==> src/design/swm_pkg.sv <==
// Shared types and constants for the sliding window maximum block.
// No dependencies; used by swm_chain and sliding_window_maximum_top.
`timescale 1ns / 1ps
`default_nettype none

package swm_pkg;

  localparam int SAMPLE_W = 16;
  localparam int WLEN_W   = 7;

  typedef struct packed {
    logic shift;
    logic start;
  } step_t;

endpackage

`default_nettype wire

==> src/design/swm_cell.sv <==
// One cell of the running maximum chain: holds the maximum over a fixed span of ages.
// No package dependency; instantiated by swm_chain.
`timescale 1ns / 1ps
`default_nettype none

module swm_cell #(
  parameter int SAMPLE_BITS = 16
) (
  input  wire                           clk,
  input  wire                           en,
  input  wire                           link,
  input  wire  signed [SAMPLE_BITS-1:0] x,
  input  wire  signed [SAMPLE_BITS-1:0] prev_val,
  output logic signed [SAMPLE_BITS-1:0] val_r,
  output logic signed [SAMPLE_BITS-1:0] val_nxt
);

  always_comb begin
    if (link && (prev_val > x)) begin
      val_nxt = prev_val;
    end else begin
      val_nxt = x;
    end
  end

  always_ff @(posedge clk) begin
    if (en) begin
      val_r <= val_nxt;
    end
  end

endmodule

`default_nettype wire

==> src/design/swm_chain.sv <==
// Row of running maximum cells with their valid bits and the window tap select.
// Depends on swm_pkg and swm_cell.
`timescale 1ns / 1ps
`default_nettype none

module swm_chain #(
  parameter int WINDOW_MAX  = 64,
  parameter int SAMPLE_BITS = 16,
  localparam int IDX_W      = (WINDOW_MAX > 1) ? $clog2(WINDOW_MAX) : 1
) (
  input  wire                           clk,
  input  wire                           rst_n,
  input  swm_pkg::step_t                step,
  input  wire  signed [SAMPLE_BITS-1:0] x,
  input  wire         [IDX_W-1:0]       sel,
  output logic signed [SAMPLE_BITS-1:0] max_nxt
);

  logic signed [SAMPLE_BITS-1:0] val_r   [WINDOW_MAX];
  logic signed [SAMPLE_BITS-1:0] val_nxt [WINDOW_MAX];
  logic        [WINDOW_MAX-1:0]  vld_r;
  logic        [WINDOW_MAX-1:0]  vld_nxt;
  logic        [WINDOW_MAX-1:0]  link;

  genvar j;
  generate
    for (j = 0; j < WINDOW_MAX; j++) begin : g_cell
      if (j == 0) begin : g_head
        assign link[j]    = 1'b0;
        assign vld_nxt[j] = 1'b1;
        swm_cell #(.SAMPLE_BITS(SAMPLE_BITS)) u_cell (
          .clk      (clk),
          .en       (step.shift),
          .link     (link[j]),
          .x        (x),
          .prev_val (x),
          .val_r    (val_r[j]),
          .val_nxt  (val_nxt[j])
        );
      end else begin : g_body
        assign link[j]    = vld_r[j-1] & ~step.start;
        assign vld_nxt[j] = link[j];
        swm_cell #(.SAMPLE_BITS(SAMPLE_BITS)) u_cell (
          .clk      (clk),
          .en       (step.shift),
          .link     (link[j]),
          .x        (x),
          .prev_val (val_r[j-1]),
          .val_r    (val_r[j]),
          .val_nxt  (val_nxt[j])
        );
      end
    end
  endgenerate

  always_ff @(posedge clk) begin
    if (!rst_n) begin
      vld_r <= '0;
    end else if (step.shift) begin
      vld_r <= vld_nxt;
    end
  end

  assign max_nxt = val_nxt[sel];

  a_head_valid: assert property (@(posedge clk) disable iff (!rst_n)
    step.shift |=> vld_r[0])
    else $error("head cell not valid after a shift");

  a_start_single: assert property (@(posedge clk) disable iff (!rst_n)
    (step.shift && step.start) |=> ($countones(vld_r) == 1))
    else $error("start did not leave exactly one valid cell");

  generate
    for (j = 1; j < WINDOW_MAX; j++) begin : g_chk
      a_prefix: assert property (@(posedge clk) disable iff (!rst_n)
        vld_r[j] |-> vld_r[j-1])
        else $error("valid cells do not form a prefix");
    end
  endgenerate

endmodule

`default_nettype wire

==> src/design/sliding_window_maximum_top.sv <==
// Top level of the sliding window maximum: stream ports, window register and output stage.
// Depends on swm_pkg and swm_chain.
//
//   channel | dir | tdata              | tuser
//   in_     | in  | [15:0] sample      | [0] start_req
//   out_    | out | [15:0] window_max  | -
//   cfg_    | in  | [6:0] window_length (write only)
//
// One request is taken per clock while no result waits; a result is registered and shows in the
// cycle after acceptance. The row of cells and the one-entry output register set this.
// Reset clears the valid bits, the sample count and the output valid flag; window length is 1.
// A result waiting on out_tready stalls the input only when it is not taken that cycle.
`timescale 1ns / 1ps
`default_nettype none

module sliding_window_maximum_top #(
  parameter int WINDOW_MAX  = 64,
  parameter int SAMPLE_BITS = 16
) (
  input  wire                                 clk,
  input  wire                                 rst_n,
  input  wire                                 in_tvalid,
  output logic                                in_tready,
  input  wire  [swm_pkg::SAMPLE_W-1:0]        in_tdata,   // [15:0] sample
  input  wire  [0:0]                          in_tuser,   // [0] start_req
  output logic                                out_tvalid,
  input  wire                                 out_tready,
  output logic [swm_pkg::SAMPLE_W-1:0]        out_tdata,  // [15:0] window_max
  input  wire                                 cfg_wr_en,
  input  wire  [swm_pkg::WLEN_W-1:0]          cfg_wr_data
);

  localparam int K_BITS = $clog2(WINDOW_MAX + 1);
  localparam int IDX_W  = (WINDOW_MAX > 1) ? $clog2(WINDOW_MAX) : 1;
  localparam int CMP_W  = (K_BITS > swm_pkg::WLEN_W) ? K_BITS : swm_pkg::WLEN_W;

  logic [swm_pkg::WLEN_W-1:0]      wlen_r;
  logic [K_BITS-1:0]               seen_r;
  logic [K_BITS-1:0]               seen_nxt;
  logic [K_BITS-1:0]               seen_base;
  logic [K_BITS-1:0]               seen_cl;
  logic [CMP_W-1:0]                wl_ext;
  logic [CMP_W-1:0]                k_clamp;
  logic [K_BITS-1:0]               k_eff;
  logic [IDX_W-1:0]                sel;
  logic                            in_acc;
  logic                            emit;
  logic                            out_tvalid_r;
  logic                            out_tvalid_nxt;
  logic [swm_pkg::SAMPLE_W-1:0]    out_tdata_r;
  logic [SAMPLE_BITS+swm_pkg::SAMPLE_W-1:0] x_wide;
  logic [SAMPLE_BITS+swm_pkg::SAMPLE_W-1:0] max_wide;
  logic signed [SAMPLE_BITS-1:0]   x;
  logic signed [SAMPLE_BITS-1:0]   max_nxt;
  swm_pkg::step_t                  step;

  assign in_tready = !out_tvalid_r || out_tready;
  assign in_acc    = in_tvalid && in_tready;

  assign x_wide = {{SAMPLE_BITS{1'b0}}, in_tdata};
  assign x      = x_wide[SAMPLE_BITS-1:0];

  assign step.shift = in_acc;
  assign step.start = in_tuser[0];

  always_comb begin
    wl_ext = CMP_W'(wlen_r);
    if (wl_ext == '0) begin
      k_clamp = CMP_W'(1);
    end else if (wl_ext > CMP_W'(WINDOW_MAX)) begin
      k_clamp = CMP_W'(WINDOW_MAX);
    end else begin
      k_clamp = wl_ext;
    end
    k_eff = k_clamp[K_BITS-1:0];
    sel   = IDX_W'(k_eff - 1'b1);

    seen_base = in_tuser[0] ? '0 : seen_r;
    seen_cl   = (seen_base > k_eff) ? k_eff : seen_base;
    seen_nxt  = (seen_cl < k_eff) ? K_BITS'(seen_cl + 1'b1) : seen_cl;
    emit      = (seen_nxt >= k_eff);
  end

  swm_chain #(
    .WINDOW_MAX  (WINDOW_MAX),
    .SAMPLE_BITS (SAMPLE_BITS)
  ) u_chain (
    .clk     (clk),
    .rst_n   (rst_n),
    .step    (step),
    .x       (x),
    .sel     (sel),
    .max_nxt (max_nxt)
  );

  assign max_wide = {{swm_pkg::SAMPLE_W{1'b0}}, max_nxt};

  always_comb begin
    out_tvalid_nxt = out_tvalid_r;
    if (in_acc) begin
      out_tvalid_nxt = emit;
    end else if (out_tready) begin
      out_tvalid_nxt = 1'b0;
    end
  end

  always_ff @(posedge clk) begin
    if (!rst_n) begin
      wlen_r       <= swm_pkg::WLEN_W'(1);
      seen_r       <= '0;
      out_tvalid_r <= 1'b0;
    end else begin
      if (cfg_wr_en) begin
        wlen_r <= cfg_wr_data;
      end
      if (in_acc) begin
        seen_r <= seen_nxt;
      end
      out_tvalid_r <= out_tvalid_nxt;
    end
  end

  always_ff @(posedge clk) begin
    if (in_acc && emit) begin
      out_tdata_r <= max_wide[swm_pkg::SAMPLE_W-1:0];
    end
  end

  assign out_tvalid = out_tvalid_r;
  assign out_tdata  = out_tdata_r;

  a_start_count: assert property (@(posedge clk) disable iff (!rst_n)
    (in_acc && in_tuser[0]) |=> (seen_r == K_BITS'(1)))
    else $error("sample count not one after a start request");

  a_start_emit: assert property (@(posedge clk) disable iff (!rst_n)
    (in_acc && in_tuser[0]) |=> (out_tvalid_r == $past(k_eff == K_BITS'(1))))
    else $error("result after a start request disagrees with the window length");

  a_count_hold: assert property (@(posedge clk) disable iff (!rst_n)
    !in_acc |=> $stable(seen_r))
    else $error("sample count moved without a request");

endmodule

`default_nettype wire

==> config.mk <==
export PLATFORM = sky130hd
export DESIGN_NAME = sliding_window_maximum_top
export DESIGN_NICKNAME = d
export VERILOG_FILES = /design/src/design/swm_pkg.sv /design/src/design/swm_cell.sv /design/src/design/swm_chain.sv /design/src/design/sliding_window_maximum_top.sv
export SDC_FILE = /design/constraint.sdc
export NUM_CORES = 2
export LEC_CHECK = 0
export ABC_CLOCK_PERIOD_IN_PS = 48600
export BUFFER_PORTS_ARGS = -buffer_cell sky130_fd_sc_hd__buf_2
export CAP_MARGIN = 20
export CORE_MARGIN = 2
export CORE_UTILIZATION = 50
export CTS_BUF_LIST = sky130_fd_sc_hd__clkbuf_8 sky130_fd_sc_hd__clkbuf_16
export CTS_CLUSTER_DIAMETER = 100
export DETAILED_ROUTE_END_ITERATION = 8
export PLACE_DENSITY = 0.68
export SYNTH_ARGS = -nofsm -noshare
export SYNTH_HDL_FRONTEND = slang
export SYNTH_SLANG_ARGS = --single-unit
==> constraint.sdc <==
create_clock -name clk -period 48.6 [get_ports clk]
set_clock_uncertainty 0.05 [all_clocks]
set_input_delay 9.72 -clock clk [delete_from_list [all_inputs] [get_ports clk]]
set_output_delay 9.72 -clock clk [all_outputs]
set_load 0.01 [all_outputs]
# Yosys cells after proc, flatten, opt, wreduce, memory -nomap -nowiden
# Index checks and enable logic that the tools add are counted.
# classes
n_addsub	2
n_mul	0
div	0
order_cmp	68
eq_ne	0
shifts	0
muxes	73
n_bitwise	65
reduce_logical	69
# op_table
cell	n
16-bit 2-to-1 mux	65
16-bit greater-than comparator	63
16-bit binary-select mux with 6-bit select	1
1-bit logical AND	65
1-bit AND	63
7-bit 2-to-1 mux	5
7-bit by 1-bit adder with 7-bit output, second input constant	1
7-bit >= comparator	1
7-bit >= comparator, second input constant	1
7-bit greater-than comparator	1
7-bit greater-than comparator, second input constant	1
7-bit logical NOT	1
7-bit < comparator	1
6-bit NOT with 7-bit output	1
6-bit by 1-bit subtractor with 6-bit output, second input constant	1
1-bit 2-to-1 mux	2
2-bit nonzero test	1
1-bit logical NOT	1
1-bit logical OR	1
1-bit NOT	1
# word_totals
reg_bits	1102
latch_bits	0
mem_bits_rw	0
romBits	0
output_inout_bits	18
n_memories	0

# Longest topological paths before layout
# logic_depth
ltp_word	9
mapped_depth	39
ltp_nobuf	33

# Hierarchy
# A second synthesis with hierarchy kept.
# unflattened
hier_cells	6912
hier_area_um2	87122.3
# by_module_without_submodules
mod	n_inst	cells_per_inst	area_per_inst_um2
swm_cell (u_chain.g_cell[0].g_head.u_cell ...)	63	90	1157.4
swm_chain	1	934	10994.3
sliding_window_maximum_top	1	218	2079.5
swm_cell (u_chain.g_cell[30].g_body.u_cell)	1	90	1134.8

# Worst setup path before layout
# No wires, ideal clock.
# synth_path
path_kind	input-to-reg
startpoint	input port out_tready
endpoint	register u_chain.g_cell[0].g_head.u_cell.val_r[0], enable pin
t_arrival_ps	37514
required_ps	46779
slack_ps	9265
cell_stages	4
path_buffers	1
path_cell_list	nand2b_1 -> nand2_1 -> inv_1 -> clkbuf_1
# synth_via
elab_chain_cells	2
# synth_rtl
item	line_no	text
start: declaration	sliding_window_maximum_top.sv:27	input wire out_tready,
1-bit logical OR	sliding_window_maximum_top.sv:57	assign in_tready = !out_tvalid_r || out_tready;
1-bit logical AND	sliding_window_maximum_top.sv:58	assign in_acc = in_tvalid && in_tready;
net in_acc	sliding_window_maximum_top.sv:46	logic in_acc;
end signal: assignment	swm_cell.sv:28	val_r <= val_nxt;
end: declaration	swm_cell.sv:14	output logic signed [SAMPLE_BITS-1:0] val_r,
# The timed path passes the listed nets, and every way through them passes these cells.
# A chain may end at the register's enable or synchronous reset.

# Worst setup path after layout
# layout_path
startpoint	input port out_tready
endpoint	output port in_tready
# layout_via
elab_chain_cells	1
# layout_rtl
item	line_no	text
1-bit logical OR	sliding_window_maximum_top.sv:57	
end: declaration	sliding_window_maximum_top.sv:23	output logic in_tready,
# Every way passes these cells.

==> summary.txt <==
Cells and area
  – Final #Nets: 8847
  – Area Growth Syn to Fin: 8.93%
  – Layout cells sized above 1: about 16%

Yosys
  – Post-synth EDFFs: approximately 1000
  – FFs w/ async S/R, synth: 0%
  – Top-count cell post-synth: ha_1
  – Largest cells by area after synthesis: edfxtp_1, ha_1, mux2_2
  – Main flop type after synthesis: edfxtp_1
  – Synth unique cells: between 100 and 150
  – Cell taking the most area after synthesis: edfxtp_1
  – Synth Area per Inst: around 10 sq um
  – Syn Std Cell Area: approximately 80000 sq um
  – Synth Register Bits: 1102
  – Synth top area share: a little under two fifths
  – Mapped Nets: around 8900
  – Synth cell count leaders: ha_1, edfxtp_1, nand2_1, mux2_2, o21ai_0
  – Yosys Warn Count: 0
  – Register area share after synthesis: 39.6%
  – Mapped Cells: between 7000 and 8000

Timing
  – Slew Limit Fails: 0
  – Number of failing hold endpoints at the final stage: 0
  – Setup TNS: 0 ns
  – Min Tclk post-route: 19.95 ns
  – RSZ-0062 raised after global routing: false
  – Worst Tran Pin Value: between 1 and 1.5 ns
  – Fmax: ~50 MHz
  – Slew headroom: between 10 and 15%
  – Tcrit/Tclk final: between 40% and 50%
  – Final setup vio count: 0
  – Hold WS: 0.415 ns

Setup path
  – Most used cell, CP: buf_2
  – Setup crit end kind: primary output
  – Worst Path Arrival: between 10 and 15 ns
  – CP cell instances: buf_2 > nand2b_1 > buf_2
  – CP Max Fanout: 3
  – Crit path from: out_tready
  – Kind of critical path: input port to primary output
  – Worst Path Required: 38.83 ns
  – Reg-to-Reg Start: wl_ext[6]
  – CP startpoint kind: input port
  – Slowest-stage cell, CP: nand2b_1
  – CP max stage delay: around 0.20 ns

Floorplan
  – Io pins: between 40 and 50
  – Floorplan row count: approximately 150
  – Core region area: between 150000 and 200000 sq um
  – Chip width: a little over 400 um
  – Initial Util: roughly 50%
  – Die area: between 150000 and 200000 sq um
  – Die height: about 410 um

Job
  – Max-capacitance violation count: 0

Power and ir drop
  – Power Dens Cells: about 33 nW/um^2
  – Maximum vdd drop: between 0.00002 and 0.00003 V
  – Pleak: approximately 34 nW

CTS
  – H-tree lvl count: 4
  – Clock latency on the worst-skew pair: between 0.8 and 0.9 ns
  – Post-CTS Setup Bufs: 0
  – CTS tree: built
  – CTS root buffer: clkbuf_16
  – CTS clock-pin slew for the worst setup and hold paths: 0.05 ns
  – CTS Hold Buffers Added: 0
  – Post-CTS Resized: 0
  – CTS sink cnt: 1102
  – CTS Buf Count: roughly 140
  – Max Root-Sink Buffers: 3

Placed design
  – GPL Wtd Cong: around 0.99
  – DP HPWL: 222 mm
  – Port Buffers: between 40 and 50

GRT
  – GRT overflow: 0
  – Vias in the first global route: 68300
  – First-pass GRT wire length: 464 mm
  – GRT Util Overall: 37.4%
  – Largest net degree at the start of global routing: ~170
  – Initial antenna violation count: 19

Detailed routing
  – Vias per cell: just over 7
  – Routed Antenna Nets: 0
  – Final wirelength: approximately 320 mm
  – Starting DRT DRC Count: approximately 11000
  – Wirelength per Cell: between 30 and 40 um
  – Vias: around 72000
  – Drt first pass iters: 7
  – DRC Markers: 0

Min path
  – Worst hold path type: flip-flop to flip-flop
  – Hold Crit Start: u_chain.vld_r[2]

Outcome
  – Status: finished, final reports clean
flip-flops by register name, summed over array words and instances, names as in the netlist:
register and count:
out_tvalid 1, u_chain.vld_r 63, u_chain.g_cell.g_body.u_cell.val_r 992, out_tdata 16, seen_r 7, wl_ext 7
u_chain.g_cell.g_head.u_cell.val_r 16
stage by stage:
stage / util, % / power, mW / setup slack, ns / cells / area, sq um
floorplan: - / 1.66 / 9.27 / 7890 / 81600
global placement: 51.9 / 1.84 / 28.65 / 9818 / 84300
detailed placement: 51.9 / 1.86 / 28.63 / 9821 / 84300
CTS: 54.7 / 2.88 / 28.63 / 10100 / 88800
global route: 54.7 / 2.99 / 28.63 / 10100 / 88800
finish: 54.7 / 2.92 / 28.65 / 10100 / 88800
final timing paths:
path / depth (start not counted) / to / slack [ns]
min: 2 / u_chain.vld_r[2] / 0.41
max reg2reg: 26 / out_tdata[15] / 41.14
min reg2reg: 2 / u_chain.vld_r[2] / 0.41
max: 3 / in_tready / 28.65
kinds of logic after synthesis:
group | share of synthesized area (%)
flops | 39.6
compound gates | 18.4
xor+xnor | 0.183
fa+ha+maj | 15.8
mux | 10.6
buf+inv | 3.14
simple gates | 12.2
where the power goes:
group          leakage, nW  internal [mW]  switching, mW
Sequential            10.6           1.13         0.0695
Combinational         20.6          0.212          0.461
Clock                 2.34          0.603          0.441
Total                 33.6           1.95          0.972
critical path, delay by kind of cell:
family        cells  cell delay, ns
buf+inv           2            0.26
simple gates      1            0.20
per-layer routing:
metal | vias to the layer above | global-route usage [%] | wire, um
li1 | 30800 | - | -
met3 | 1079 | 8.93 | 39000
met5 | - | 0 | 126
met4 | 16 | 22.8 | 22800
met1 | 35000 | 49.4 | 123000
met2 | 5014 | 55.4 | 137000
cells in the final DEF (no fill, tap or decap), types with 111 or more instances in the layout:
master	synthesis	final
nor2_1	407	399
o211ai_1	123	123
nand3_1	184	184
mux2_2	673	673
nor2b_1	112	112
ha_1	1030	1029
nand4_1	178	178
nand2_1	748	744
clkbuf_16	0	142
o21ai_0	605	605
a21oi_1	420	416
inv_1	188	216
o22ai_1	111	111
edfxtp_1	1024	1024
buf_4	1	183
o221ai_1	167	167
cell type report:
class	instances	area, sq um
inverters	192	773
diodes	6	15.0
multi-input cells	6131	46900
flip-flops and latches	1102	32300
clock buffers	153	3700
fillers	14000	73600
repair buffers	225	1700
clock inverters	98	749
well taps	2175	2720
Power figures use the tool's default switching activity.
